[config.mk]
export PLATFORM = sky130hd
export DESIGN_NAME = euler_rotation_matrix_transform
export DESIGN_NICKNAME = d
export VERILOG_FILES = /design/src/design/eulr_pkg.sv /design/src/design/eulr_cordic.sv /design/src/design/euler_rotation_matrix_transform.sv
export SDC_FILE = /design/constraint.sdc
export NUM_CORES = 2
export LEC_CHECK = 0
export BUFFER_PORTS_ARGS = -buffer_cell sky130_fd_sc_hd__buf_2
export CAP_MARGIN = 20
export CORE_MARGIN = 2
export CORE_UTILIZATION = 43
export CTS_CLUSTER_DIAMETER = 40
export CTS_CLUSTER_SIZE = 10
export DETAILED_ROUTE_END_ITERATION = 16
export PLACE_DENSITY = 0.57
export RECOVER_POWER = 25
export SYNTH_ARGS = -nofsm -noshare
export SYNTH_HDL_FRONTEND = slang
export SYNTH_SLANG_ARGS = --single-unit
[constraint.sdc]
create_clock -name clk -period 18.9 [get_ports clk]
set_input_delay 0.945 -clock clk [delete_from_list [all_inputs] [get_ports clk]]
set_output_delay 0.945 -clock clk [all_outputs]
set_load 0.005 [all_outputs]
[src/design/eulr_pkg.sv]
// package: types, constants and tables for the euler rotation matrix block
package eulr_pkg;

  typedef struct packed {
    logic               kind;
    logic signed [15:0] roll;
    logic signed [15:0] pitch;
    logic signed [15:0] yaw;
    logic signed [23:0] vec_x;
    logic signed [23:0] vec_y;
    logic signed [23:0] vec_z;
  } in_item_t;

  typedef struct packed {
    logic signed [23:0] rot_x;
    logic signed [23:0] rot_y;
    logic signed [23:0] rot_z;
    logic               saturated;
  } out_item_t;

  localparam logic KIND_ANGLES = 1'b0;
  localparam logic KIND_ROTATE = 1'b1;

  localparam int TABLE_LEN = 24;
  localparam logic signed [35:0] GAIN_Q30    = 36'sd652032874;
  localparam logic signed [35:0] PI_Q30      = 36'sd3373259426;
  localparam logic signed [35:0] HALF_PI_Q30 = 36'sd1686629713;

  // cordic request/response between top level and the cordic unit
  typedef struct packed {
    logic               start;
    logic signed [15:0] angle;
  } cordic_req_t;

  typedef struct packed {
    logic               done;
    logic signed [16:0] sin_q15;
    logic signed [16:0] cos_q15;
  } cordic_rsp_t;

  function automatic logic signed [31:0] atan_q30(input logic [4:0] i);
    case (i)
      5'd0:  atan_q30 = 32'sd843314857;
      5'd1:  atan_q30 = 32'sd497837829;
      5'd2:  atan_q30 = 32'sd263043837;
      5'd3:  atan_q30 = 32'sd133525159;
      5'd4:  atan_q30 = 32'sd67021687;
      5'd5:  atan_q30 = 32'sd33543516;
      5'd6:  atan_q30 = 32'sd16775851;
      5'd7:  atan_q30 = 32'sd8388437;
      5'd8:  atan_q30 = 32'sd4194283;
      5'd9:  atan_q30 = 32'sd2097149;
      5'd10: atan_q30 = 32'sd1048576;
      5'd11: atan_q30 = 32'sd524288;
      5'd12: atan_q30 = 32'sd262144;
      5'd13: atan_q30 = 32'sd131072;
      5'd14: atan_q30 = 32'sd65536;
      5'd15: atan_q30 = 32'sd32768;
      5'd16: atan_q30 = 32'sd16384;
      5'd17: atan_q30 = 32'sd8192;
      5'd18: atan_q30 = 32'sd4096;
      5'd19: atan_q30 = 32'sd2048;
      5'd20: atan_q30 = 32'sd1024;
      5'd21: atan_q30 = 32'sd512;
      5'd22: atan_q30 = 32'sd256;
      5'd23: atan_q30 = 32'sd128;
      default: atan_q30 = 32'sd0;
    endcase
  endfunction

endpackage

[src/design/eulr_cordic.sv]
// iterative cordic: one micro-rotation per cycle, sine and cosine in q2.15
module eulr_cordic #(
  parameter int CORDIC_STEPS = 16
) (
  input  logic                  clk,
  input  logic                  rst_n,
  input  eulr_pkg::cordic_req_t req,
  output eulr_pkg::cordic_rsp_t rsp
);
  localparam int STEPS = (CORDIC_STEPS < eulr_pkg::TABLE_LEN) ?
                         CORDIC_STEPS : eulr_pkg::TABLE_LEN;

  logic               busy_r, busy_nxt;
  logic               done_r, done_nxt;
  logic [4:0]         step_r, step_nxt;
  logic               neg_r, neg_nxt;
  logic signed [35:0] x_r, x_nxt, y_r, y_nxt, z_r, z_nxt;
  logic signed [16:0] s_r, s_nxt, c_r, c_nxt;

  logic signed [35:0] a_w, xs, ys, xf, yf, xr, yr;

  function automatic logic signed [16:0] rnd(input logic signed [35:0] v);
    logic signed [35:0] t;
    t = (v + 36'sd16384) >>> 15;
    if (t > 36'sd65535) rnd = 17'sd65535;
    else if (t < -36'sd65536) rnd = -17'sd65536;
    else rnd = t[16:0];
  endfunction

  always_comb begin
    busy_nxt = busy_r;
    done_nxt = 1'b0;
    step_nxt = step_r;
    neg_nxt  = neg_r;
    x_nxt = x_r; y_nxt = y_r; z_nxt = z_r;
    s_nxt = s_r; c_nxt = c_r;
    a_w = 36'(req.angle) <<< 17;
    xs = x_r >>> step_r;
    ys = y_r >>> step_r;
    xf = neg_r ? -x_r : x_r;
    yf = neg_r ? -y_r : y_r;
    xr = '0; yr = '0;
    if (req.start && !busy_r) begin
      busy_nxt = 1'b1;
      step_nxt = '0;
      x_nxt = eulr_pkg::GAIN_Q30;
      y_nxt = '0;
      neg_nxt = 1'b0;
      z_nxt = a_w;
      // reduce into a quarter turn by a half-turn shift, which negates both outputs
      if (a_w > eulr_pkg::HALF_PI_Q30) begin
        z_nxt = a_w - eulr_pkg::PI_Q30; neg_nxt = 1'b1;
      end else if (a_w < -eulr_pkg::HALF_PI_Q30) begin
        z_nxt = a_w + eulr_pkg::PI_Q30; neg_nxt = 1'b1;
      end
    end else if (busy_r) begin
      if (step_r == 5'(STEPS)) begin
        busy_nxt = 1'b0;
        done_nxt = 1'b1;
        c_nxt = rnd(xf);
        s_nxt = rnd(yf);
      end else begin
        if (z_r >= 0) begin
          xr = x_r - ys; yr = y_r + xs;
          z_nxt = z_r - 36'(eulr_pkg::atan_q30(step_r));
        end else begin
          xr = x_r + ys; yr = y_r - xs;
          z_nxt = z_r + 36'(eulr_pkg::atan_q30(step_r));
        end
        x_nxt = xr; y_nxt = yr;
        step_nxt = step_r + 5'd1;
      end
    end
  end

  always_ff @(posedge clk) begin
    if (!rst_n) begin
      busy_r <= 1'b0;
      done_r <= 1'b0;
      step_r <= '0;
    end else begin
      busy_r <= busy_nxt;
      done_r <= done_nxt;
      step_r <= step_nxt;
    end
    neg_r <= neg_nxt;
    x_r <= x_nxt; y_r <= y_nxt; z_r <= z_nxt;
    s_r <= s_nxt; c_r <= c_nxt;
  end

  assign rsp.done    = done_r;
  assign rsp.sin_q15 = s_r;
  assign rsp.cos_q15 = c_r;
endmodule

[src/design/euler_rotation_matrix_transform.sv]
// top level: zyx rotation matrix build and matrix-vector rotate, one shared multiplier
//
//  channel | ports                      | payload
//  in      | in_valid, in_stall, in_data  | eulr_pkg::in_item_t
//  out     | out_valid, out_stall, out_data | eulr_pkg::out_item_t
//
// angle beat: three cordic runs, roll, pitch and yaw in turn, then the matrix entries
//   are built on the shared 17x34 multiplier; the next beat is accepted only after that
// rotate beat: the entry-by-component products are summed per row on the same multiplier,
//   then the result is registered in S_OUT; the next beat is accepted only after that
// input is stalled while a beat is in work; a waiting result only blocks a rotate finish
// synchronous reset clears the matrix to zero and the sequencer to idle
module euler_rotation_matrix_transform #(
  parameter int CORDIC_STEPS = 16
) (
  input  logic                clk,
  input  logic                rst_n,
  input  logic                in_valid,
  output logic                in_stall,
  input  eulr_pkg::in_item_t  in_data,
  output logic                out_valid,
  input  logic                out_stall,
  output eulr_pkg::out_item_t out_data
);
  typedef enum logic [3:0] {
    S_IDLE, S_COR, S_MUL, S_ROT, S_OUT
  } state_t;

  state_t state_r;
  logic [1:0] ang_r;          // which angle in cordic
  logic [3:0] op_r;           // multiply step
  logic [1:0] col_r;          // column within a rotate row
  logic signed [16:0] sr_r, cr_r, sp_r, cp_r, sy_r, cy_r;
  logic signed [16:0] m_r [9];
  logic signed [23:0] v_r [3];
  logic signed [47:0] acc_r;  // q.45 partial sum of an entry, or q.15 sum of a rotate row
  logic signed [33:0] t_r;    // two-factor product
  logic row_r;
  logic sat_r;
  logic signed [23:0] res_r [2];
  logic out_valid_r;
  eulr_pkg::out_item_t out_r;
  eulr_pkg::in_item_t in_r;

  eulr_pkg::cordic_req_t creq;
  eulr_pkg::cordic_rsp_t crsp;
  logic cstart_r;

  eulr_cordic #(.CORDIC_STEPS(CORDIC_STEPS)) u_cordic (
    .clk(clk), .rst_n(rst_n), .req(creq), .rsp(crsp));

  always_comb begin
    creq.start = cstart_r;
    case (ang_r)
      2'd0:    creq.angle = in_r.roll;
      2'd1:    creq.angle = in_r.pitch;
      default: creq.angle = in_r.yaw;
    endcase
  end

  // shared multiplier operands
  logic signed [16:0] ma;
  logic signed [33:0] mb;
  logic signed [50:0] prod;
  always_comb begin
    ma = '0; mb = '0;
    if (state_r == S_MUL) begin
      case (op_r)
        4'd0:  begin ma = cp_r; mb = 34'(cy_r); end
        4'd1:  begin ma = sr_r; mb = 34'(cy_r); end
        4'd2:  begin ma = sp_r; mb = t_r; end
        4'd3:  begin ma = cr_r; mb = 34'(sy_r); end
        4'd4:  begin ma = cr_r; mb = 34'(cy_r); end
        4'd5:  begin ma = sp_r; mb = t_r; end
        4'd6:  begin ma = sr_r; mb = 34'(sy_r); end
        4'd7:  begin ma = cp_r; mb = 34'(sy_r); end
        4'd8:  begin ma = sr_r; mb = 34'(sp_r); end
        4'd9:  begin ma = sy_r; mb = t_r; end
        4'd10: begin ma = cr_r; mb = 34'(cy_r); end
        4'd11: begin ma = cr_r; mb = 34'(sp_r); end
        4'd12: begin ma = sy_r; mb = t_r; end
        4'd13: begin ma = cy_r; mb = 34'(sr_r); end
        4'd14: begin ma = cp_r; mb = 34'(sr_r); end
        default: begin ma = cr_r; mb = 34'(cp_r); end
      endcase
    end else if (op_r < 4'd9) begin
      ma = m_r[op_r];
      mb = 34'(v_r[col_r]);
    end
    prod = 51'(ma) * 51'(mb);
  end

  function automatic logic signed [16:0] to_entry(input logic signed [50:0] q);
    logic signed [50:0] t;
    t = (q + 51'sd536870912) >>> 30;
    if (t > 51'sd65535) to_entry = 17'sd65535;
    else if (t < -51'sd65536) to_entry = -17'sd65536;
    else to_entry = t[16:0];
  endfunction

  logic signed [50:0] p45;    // two-factor product moved to q.45
  assign p45 = prod <<< 15;

  logic signed [47:0] rnd_row;
  logic row_hi, row_lo;
  assign rnd_row = (acc_r + 48'sd16384) >>> 15;
  assign row_hi = rnd_row > 48'sd8388607;
  assign row_lo = rnd_row < -48'sd8388608;

  always_ff @(posedge clk) begin
    if (!rst_n) begin
      state_r <= S_IDLE;
      cstart_r <= 1'b0;
      out_valid_r <= 1'b0;
      ang_r <= '0;
      op_r <= '0;
      col_r <= '0;
      row_r <= '0;
      for (int i = 0; i < 9; i++) m_r[i] <= '0;
    end else begin
      if (out_valid_r && !out_stall && state_r != S_OUT) out_valid_r <= 1'b0;
      unique case (state_r)
        S_IDLE: begin
          cstart_r <= in_valid && (in_data.kind == eulr_pkg::KIND_ANGLES);
          if (in_valid) begin
            in_r <= in_data;
            v_r[0] <= in_data.vec_x;
            v_r[1] <= in_data.vec_y;
            v_r[2] <= in_data.vec_z;
            op_r <= '0; col_r <= '0; row_r <= '0; acc_r <= '0; sat_r <= 1'b0;
            if (in_data.kind == eulr_pkg::KIND_ANGLES) begin
              ang_r <= '0; state_r <= S_COR;
            end else begin
              state_r <= S_ROT;
            end
          end
        end
        S_COR: begin
          cstart_r <= crsp.done && (ang_r != 2'd2);
          if (crsp.done) begin
            case (ang_r)
              2'd0: begin sr_r <= crsp.sin_q15; cr_r <= crsp.cos_q15; end
              2'd1: begin sp_r <= crsp.sin_q15; cp_r <= crsp.cos_q15; end
              default: begin sy_r <= crsp.sin_q15; cy_r <= crsp.cos_q15; end
            endcase
            if (ang_r == 2'd2) begin
              op_r <= '0; acc_r <= '0; state_r <= S_MUL;
            end else begin
              ang_r <= ang_r + 2'd1;
            end
          end
        end
        S_MUL: begin
          cstart_r <= 1'b0;
          op_r <= op_r + 4'd1;
          case (op_r)
            4'd0:  m_r[0] <= to_entry(p45);
            4'd1:  t_r <= prod[33:0];
            4'd2:  acc_r <= prod[47:0];
            4'd3:  m_r[1] <= to_entry(51'(acc_r) - p45);
            4'd4:  t_r <= prod[33:0];
            4'd5:  acc_r <= prod[47:0];
            4'd6:  m_r[2] <= to_entry(51'(acc_r) + p45);
            4'd7:  m_r[3] <= to_entry(p45);
            4'd8:  t_r <= prod[33:0];
            4'd9:  acc_r <= prod[47:0];
            4'd10: m_r[4] <= to_entry(51'(acc_r) + p45);
            4'd11: t_r <= prod[33:0];
            4'd12: acc_r <= prod[47:0];
            4'd13: m_r[5] <= to_entry(51'(acc_r) - p45);
            4'd14: m_r[7] <= to_entry(p45);
            default: begin
              m_r[8] <= to_entry(p45);
              m_r[6] <= (sp_r == -17'sd65536) ? 17'sd65535 : -sp_r;
              state_r <= S_IDLE;
            end
          endcase
        end
        S_ROT: begin
          cstart_r <= 1'b0;
          // op_r walks entries 0..8, col_r the column, three per row
          if (op_r == 4'd9) begin
            state_r <= S_OUT;
          end else begin
            op_r <= op_r + 4'd1;
            col_r <= (col_r == 2'd2) ? 2'd0 : col_r + 2'd1;
            if (col_r == 2'd0) acc_r <= prod[47:0];
            else acc_r <= acc_r + prod[47:0];
            if (col_r == 2'd0 && op_r != 4'd0) begin
              res_r[row_r] <= row_hi ? 24'sd8388607 : row_lo ? -24'sd8388608 :
                              rnd_row[23:0];
              sat_r <= sat_r | row_hi | row_lo;
              row_r <= row_r + 1'b1;
            end
          end
        end
        default: begin
          cstart_r <= 1'b0;
          if (!out_valid_r || !out_stall) begin
            out_r.rot_x <= res_r[0];
            out_r.rot_y <= res_r[1];
            out_r.rot_z <= row_hi ? 24'sd8388607 : row_lo ? -24'sd8388608 : rnd_row[23:0];
            out_r.saturated <= sat_r | row_hi | row_lo;
            out_valid_r <= 1'b1;
            state_r <= S_IDLE;
          end
        end
      endcase
    end
  end

  assign in_stall = state_r != S_IDLE;
  assign out_valid = out_valid_r;
  assign out_data = out_r;

`ifndef SYNTHESIS
  a_rot_out: assert property (@(posedge clk) disable iff (!rst_n)
    (state_r == S_OUT && !(out_valid_r && out_stall)) |=> out_valid)
    else $error("rotate finish gave no result");
  a_angle_silent: assert property (@(posedge clk) disable iff (!rst_n)
    (state_r == S_MUL) |=> !$rose(out_valid))
    else $error("angle beat produced a result");
  a_busy_stall: assert property (@(posedge clk) disable iff (!rst_n)
    (state_r == S_COR) |-> in_stall)
    else $error("input open during cordic");
`endif
endmodule

# ---- Yosys cells after proc, flatten, opt, wreduce, memory -nomap -nowiden
# Memories as Yosys holds them, arrays and structs flattened. A register that Yosys moved wholly into a read port is not among the register bits.
# Index checks and enable logic that the tools add are counted.
dict set report totals {
  romBits 1920
  in_bits 125
  word_cells 348
  regBits 423
  mem_count 5
  ramBits 273
  out_inout_bits 75
}
# name depth word_bits rd rd_clocked_by_memory_dff write_ports line
set mem_list {}
lappend mem_list {{(no name shown)} 32 30 1 1 0 eulr_pkg.sv:42} ;# case (i)
lappend mem_list {{(no name shown)} 32 30 1 1 0 eulr_pkg.sv:42}
lappend mem_list {m_r 9 17 1 1 9 euler_rotation_matrix_transform.sv:34} ;# logic signed [16:0] m_r [9];
lappend mem_list {v_r 3 24 1 1 3 euler_rotation_matrix_transform.sv:35} ;# logic signed [23:0] v_r [3];
lappend mem_list {res_r 2 24 2 2 1 euler_rotation_matrix_transform.sv:40} ;# logic signed [23:0] res_r [2];
dict set report classes {
  order_cmp 16
  n_addsub 25
  muxes 164
  bitwise 18
  n_mul 1
  eq_ne 35
  reduce_logical 52
  shift 2
}
# cell count
set op_table {}
lappend op_table {{$mux 17} 44}
lappend op_table {{$mux 36} 10}
lappend op_table {{$mux 48} 6}
lappend op_table {{$mux 32} 8}
lappend op_table {{$pmux 48 s4} 1}
lappend op_table {{$pmux 34 s5} 1}
lappend op_table {{$add 51x31->51 const B} 3}
lappend op_table {{$gt 21x17->1 const B} 5}
lappend op_table {{$lt 21x17->1 const B} 5}
lappend op_table {{$pmux 17 s5} 1}
lappend op_table {{$add 36x16->36 const B} 2}
lappend op_table {{$add 36x36->36} 2}
lappend op_table {{$neg 36->36} 2}
lappend op_table {{$sshr 36x5->36} 2}
lappend op_table {{$sub 36x36->36} 2}
lappend op_table {{$mux 34} 2}
lappend op_table {{$mux 1} 55}
lappend op_table {{$add 48x51->51} 1}
lappend op_table {{$sub 48x51->51} 1}
lappend op_table {{$add 48x16->48 const B} 1}
lappend op_table {{$add 48x48->48} 1}
lappend op_table {{$mul 17x34->48} 1}
lappend op_table {{$mux 24} 2}
lappend op_table {{$mux 4} 12}
lappend op_table {{other kinds (52)} 143}

# ---- Logic depth before layout (Yosys ltp)
dict set report logic_depth {
  ltp_word 14
  mapped_depth 50
}

# ---- By module
# A second synthesis with hierarchy kept.
dict set report hier_totals {
  hier_cells 7566
  area_unflattened_um2 72776.0
}
# mod cells_each n_inst seq_area_each_um2 area_each_um2
set modules_own_cells {}
lappend modules_own_cells {euler_rotation_matrix_transform 4803 1 17787.1 50599.8}
lappend modules_own_cells {eulr_cordic 2763 1 4314.1 22176.3}

# ---- Least setup slack after synthesis
# Ideal clock, no wire load.
dict set report synth_path {
  kind {register -> register}
  from {reg (tool-made name)}
  to {mem m_r[2][15] (data pin)}
  path_buffers 8
  path_stages_with_launch 45
  arrival_ps 11727
  required_time_ps 18766
  setup_ps 134
  path_slack_ps 7039
  cell_sequence {dfxtp_1 > clkbuf_1 > buf_2 > buf_1 > mux4_2 > mux2i_1 > o21ai_0 > nand2_1 > a22o_1 > clkbuf_1 > clkbuf_1 > nor2_1 > fa_1 > inv_1 > fa_1 > fa_1 > fa_1 > inv_1 > [... 9 more ...] > clkbuf_1 > a31o_2 > xnor2_1 > inv_1 > ha_1 > ha_1 > a21o_1 > a21oi_1 > o21bai_1 > a221o_1 > o211ai_1 > nand3b_1 > a41o_1 > a311oi_1 > xnor2_1 > a2111oi_4 > clkbuf_1 > a21o_1}
}
# element line
set synth_lines {}
lappend synth_lines {{end: declaration} euler_rotation_matrix_transform.sv:34}

==> impl_metrics.csv <==
group,metric,value,unit
grt,grtUsageTotal,27.5,%
floorplanning,core_area,165000,um2
cts,clkTransAtPathRegs,0.05,ns
floorplanning,dieArea,170000,um2
cts,clockBufferDepth,3,
cts,hold_buffers,0,
timing,setup_violations,0,
final_layout,final_layout_size_suffix_gt1_share,10.5,%
grt,grt_pass1_vias,56800,
final_layout,nNetsFinal,8658,
timing,min_period,13.74,ns
synth,ys_seq_area_share,30.9,%
setup_path,critPathMaxFanout,40,
setup_path,critPathKind,"flip-flop to flip-flop",
synth,avgSynthCellArea,9.60,um2
synth,synth_edf_count,650,
timing,hold_viol,0,
hold_path,hold_path.class,"input port to flip-flop",
floorplanning,die_x,412,um
detailed_routing,routed_wl,235000,um
status,violations,"capacitance limit, slew limit",
detailed_routing,vias,57700,
cts,htreeDepth,4,
grt,grt_max_degree,81,
status,outcome,"finished with violations",
final_layout,mostFrequentLayoutCell,"nand2_1",
final_layout,mostFrequentLayoutCells,"nand2_1 (789), inv_1 (757), edfxtp_1 (650)",
setup_path,cp_num_buf_inv,6,
final_layout,area_growth,11.3,%
synth,synth.distinct_cells,117,
flow_run,drv_cap,2,
grt,grt_pass1_wl,354000,um
grt,antenna_found_initial,5,
synth,synth-seq-cells,779,
synth,synth_top_area_cell,"edfxtp_1",
floorplanning,dieHeight,412,um
floorplanning,initial_core_util,43.3,%
setup_path,slowest_stage,"o22a_1",
timing,period_share,72.7,%
cts,cts_tree,"yes",
detailed_routing,post-route-drc-count,0,
synth,ys_async_sr_fraction,0,%
grt,overflow,0,
timing,max_slew.worst_pin.slew,2.31,ns
synth,yosys_most_used_dff,"edfxtp_1",
synth,synth_area_leaders,"edfxtp_1 (27%), fa_1 (15%), ha_1 (7.8%)",
synth,synth_cells,7456,
setup_path,start_kind,"flip-flop",
cts,cts_buffers,141,
detailed_routing,firstDrtPassIters,9,
timing,max_freq,0.0728,GHz
cts,root_buffer,"clkbuf_16",
floorplanning,rows,149,
timing,relSlewSlack,-53.8,%
detailed_routing,wl_per_cell,23.9,um
cts,clock_latency,0.82,ns
detailed_routing,via_per_inst,5.85,
placement,hpwl,181000,um
synth,synthesis.area,71600,um2
floorplanning,io_pins,200,
setup_path,crit_family,"compound AO/OA/AOI/OAI gates",
cts,cts_resized,0,
cts,postCtsSetupBuffers,0,
timing,rsz0062_at_grt,"false",
placement,gp_congestion,0.969,
placement,io_buffers,199,
synth,syn_nets,8561,
cts,clock_sinks,779,
timing,clock-skew-final,0.0649,ns
setup_path,endpoint_kind,"flip-flop",
setup_path,cp.required,19.56,ns
synth,yosys_warnings,0,
setup_path,cpMostUsedCell,"fa_1",
synth,yosysTopAreaCellShare,27.3,%
detailed_routing,postRouteAntennaNets,0,
setup_path,worstPathArrival,14.40,ns
detailed_routing,drtIter0Drc,5173,
timing,tns,0,ns
setup_path,slowest_delay,0.99,ns
timing,slew_violations,82,
-- stage by stage --
| step | hold slack (ns) | worst slack [ns] | util [%] | std cells | cell area (um2) |
|---|---|---|---|---|---|
| after floorplan | 0.400 | 7.04 | - | 7456 | 71600 |
| after global routing | 0.266 | 4.56 | 48.2 | 9850 | 79600 |
| final | 0.304 | 5.16 | 48.2 | 9852 | 79600 |
| after global placement | 0.402 | 5.39 | 45.3 | 9596 | 74900 |
| after CTS | 0.234 | 5.41 | 48.2 | 9846 | 79700 |
| after detailed placement | 0.405 | 5.48 | 45.4 | 9597 | 74900 |
-- cells in the mapped netlist, drive strengths merged, types with 15 or more instances --
| master | number |
|---|---|
| o21ai | 398 |
| and3 | 61 |
| mux4 | 105 |
| nand3 | 126 |
| inv | 761 |
| nand4 | 42 |
| or2 | 37 |
| o31ai | 47 |
| nor3 | 100 |
| a211oi | 46 |
| o21a | 50 |
| mux2 | 35 |
| a22o | 23 |
| a222oi | 31 |
| a31oi | 52 |
| a21boi | 16 |
| a221oi | 20 |
| and2 | 47 |
| o21bai | 50 |
| o22a | 26 |
| ha | 448 |
| a21oi | 477 |
| nand2 | 793 |
| dfxtp | 129 |
| nand2b | 89 |
| edfxtp | 650 |
| nand3b | 15 |
| and4 | 19 |
| buf | 78 |
| a41oi | 16 |
| o211ai | 37 |
| mux2i | 139 |
| a22oi | 39 |
| nor2b | 59 |
| nor2 | 646 |
| nor4 | 34 |
| a21o | 121 |
| fa | 532 |
| xnor2 | 258 |
| xor2 | 184 |
| o22ai | 88 |
| clkbuf | 293 |
| or3 | 29 |
-- worst paths after layout --
check        slack, ns          from      endpoint  cells after the start
max               5.16       op_r[3]    m_r[4][12]                     35
max reg2reg       5.16       op_r[3]    m_r[4][12]                     35
min reg2reg       0.41  res_r[0][16]  out_data[65]                      0
min               0.30   in_data[91]      in_r[91]                      1
-- worst reg2reg max path: cells and delay by family (launching register included) --
kind | cells | cell delay [ns]
AO/OA/AOI/OAI | 14 | 5.23
XOR/XNOR | 2 | 0.67
adder cells (fa/ha/maj) | 9 | 4.36
buffers and inverters | 6 | 1.01
flip-flops | 1 | 0.87
AND/OR/NAND/NOR | 4 | 1.46
-- metal layers --
layer	global-route usage, %	up-vias	routed length, um
met4	12.0	0	10900
met5	0	-	0
li1	-	26400	-
met1	35.9	28600	96400
met2	45.4	2195	112000
met3	3.94	458	15800
-- flip-flops by register name (all words and copies together) (netlist names), 5 cells and up, named ones only --
name,flops
m_r,153
out_data,73
v_r,72
acc_r,48
in_r,48
res_r,48
u_cordic.x_r,36
u_cordic.y_r,36
u_cordic.z_r,36
t_r,34
cp_r,17
cr_r,17
cy_r,17
sp_r,17
sr_r,17
sy_r,17
u_cordic.c_r,17
u_cordic.s_r,17
u_cordic.step_r,5
-- logic make-up (layout without fill, tap and decap cells) --
logic type	Yosys count	after routing	share of synthesized area [%]
AO/OA/AOI/OAI	1698	1698	15.4
AND/OR/NAND/NOR	2141	2141	13.7
multiplexers	279	279	5.80
XOR/XNOR	442	442	5.42
other	0	4	0
flip-flops	779	779	30.9
adder cells (fa/ha/maj)	981	981	22.7
buffers and inverters	1136	1339	6.14
-- layout make-up --
type	count	area (um2)
tap	2189	2740
antenna	4	10.0
sequential	779	22100
multi-input combinational	5541	45200
fill	15600	85500
timing repair buffer	325	1940
inverter	765	2870
clock inverter	80	981
clock buffer	169	3760
Power is not shown: default switching activity piles up to over one toggle a cycle in this logic, so the estimate is an artifact.
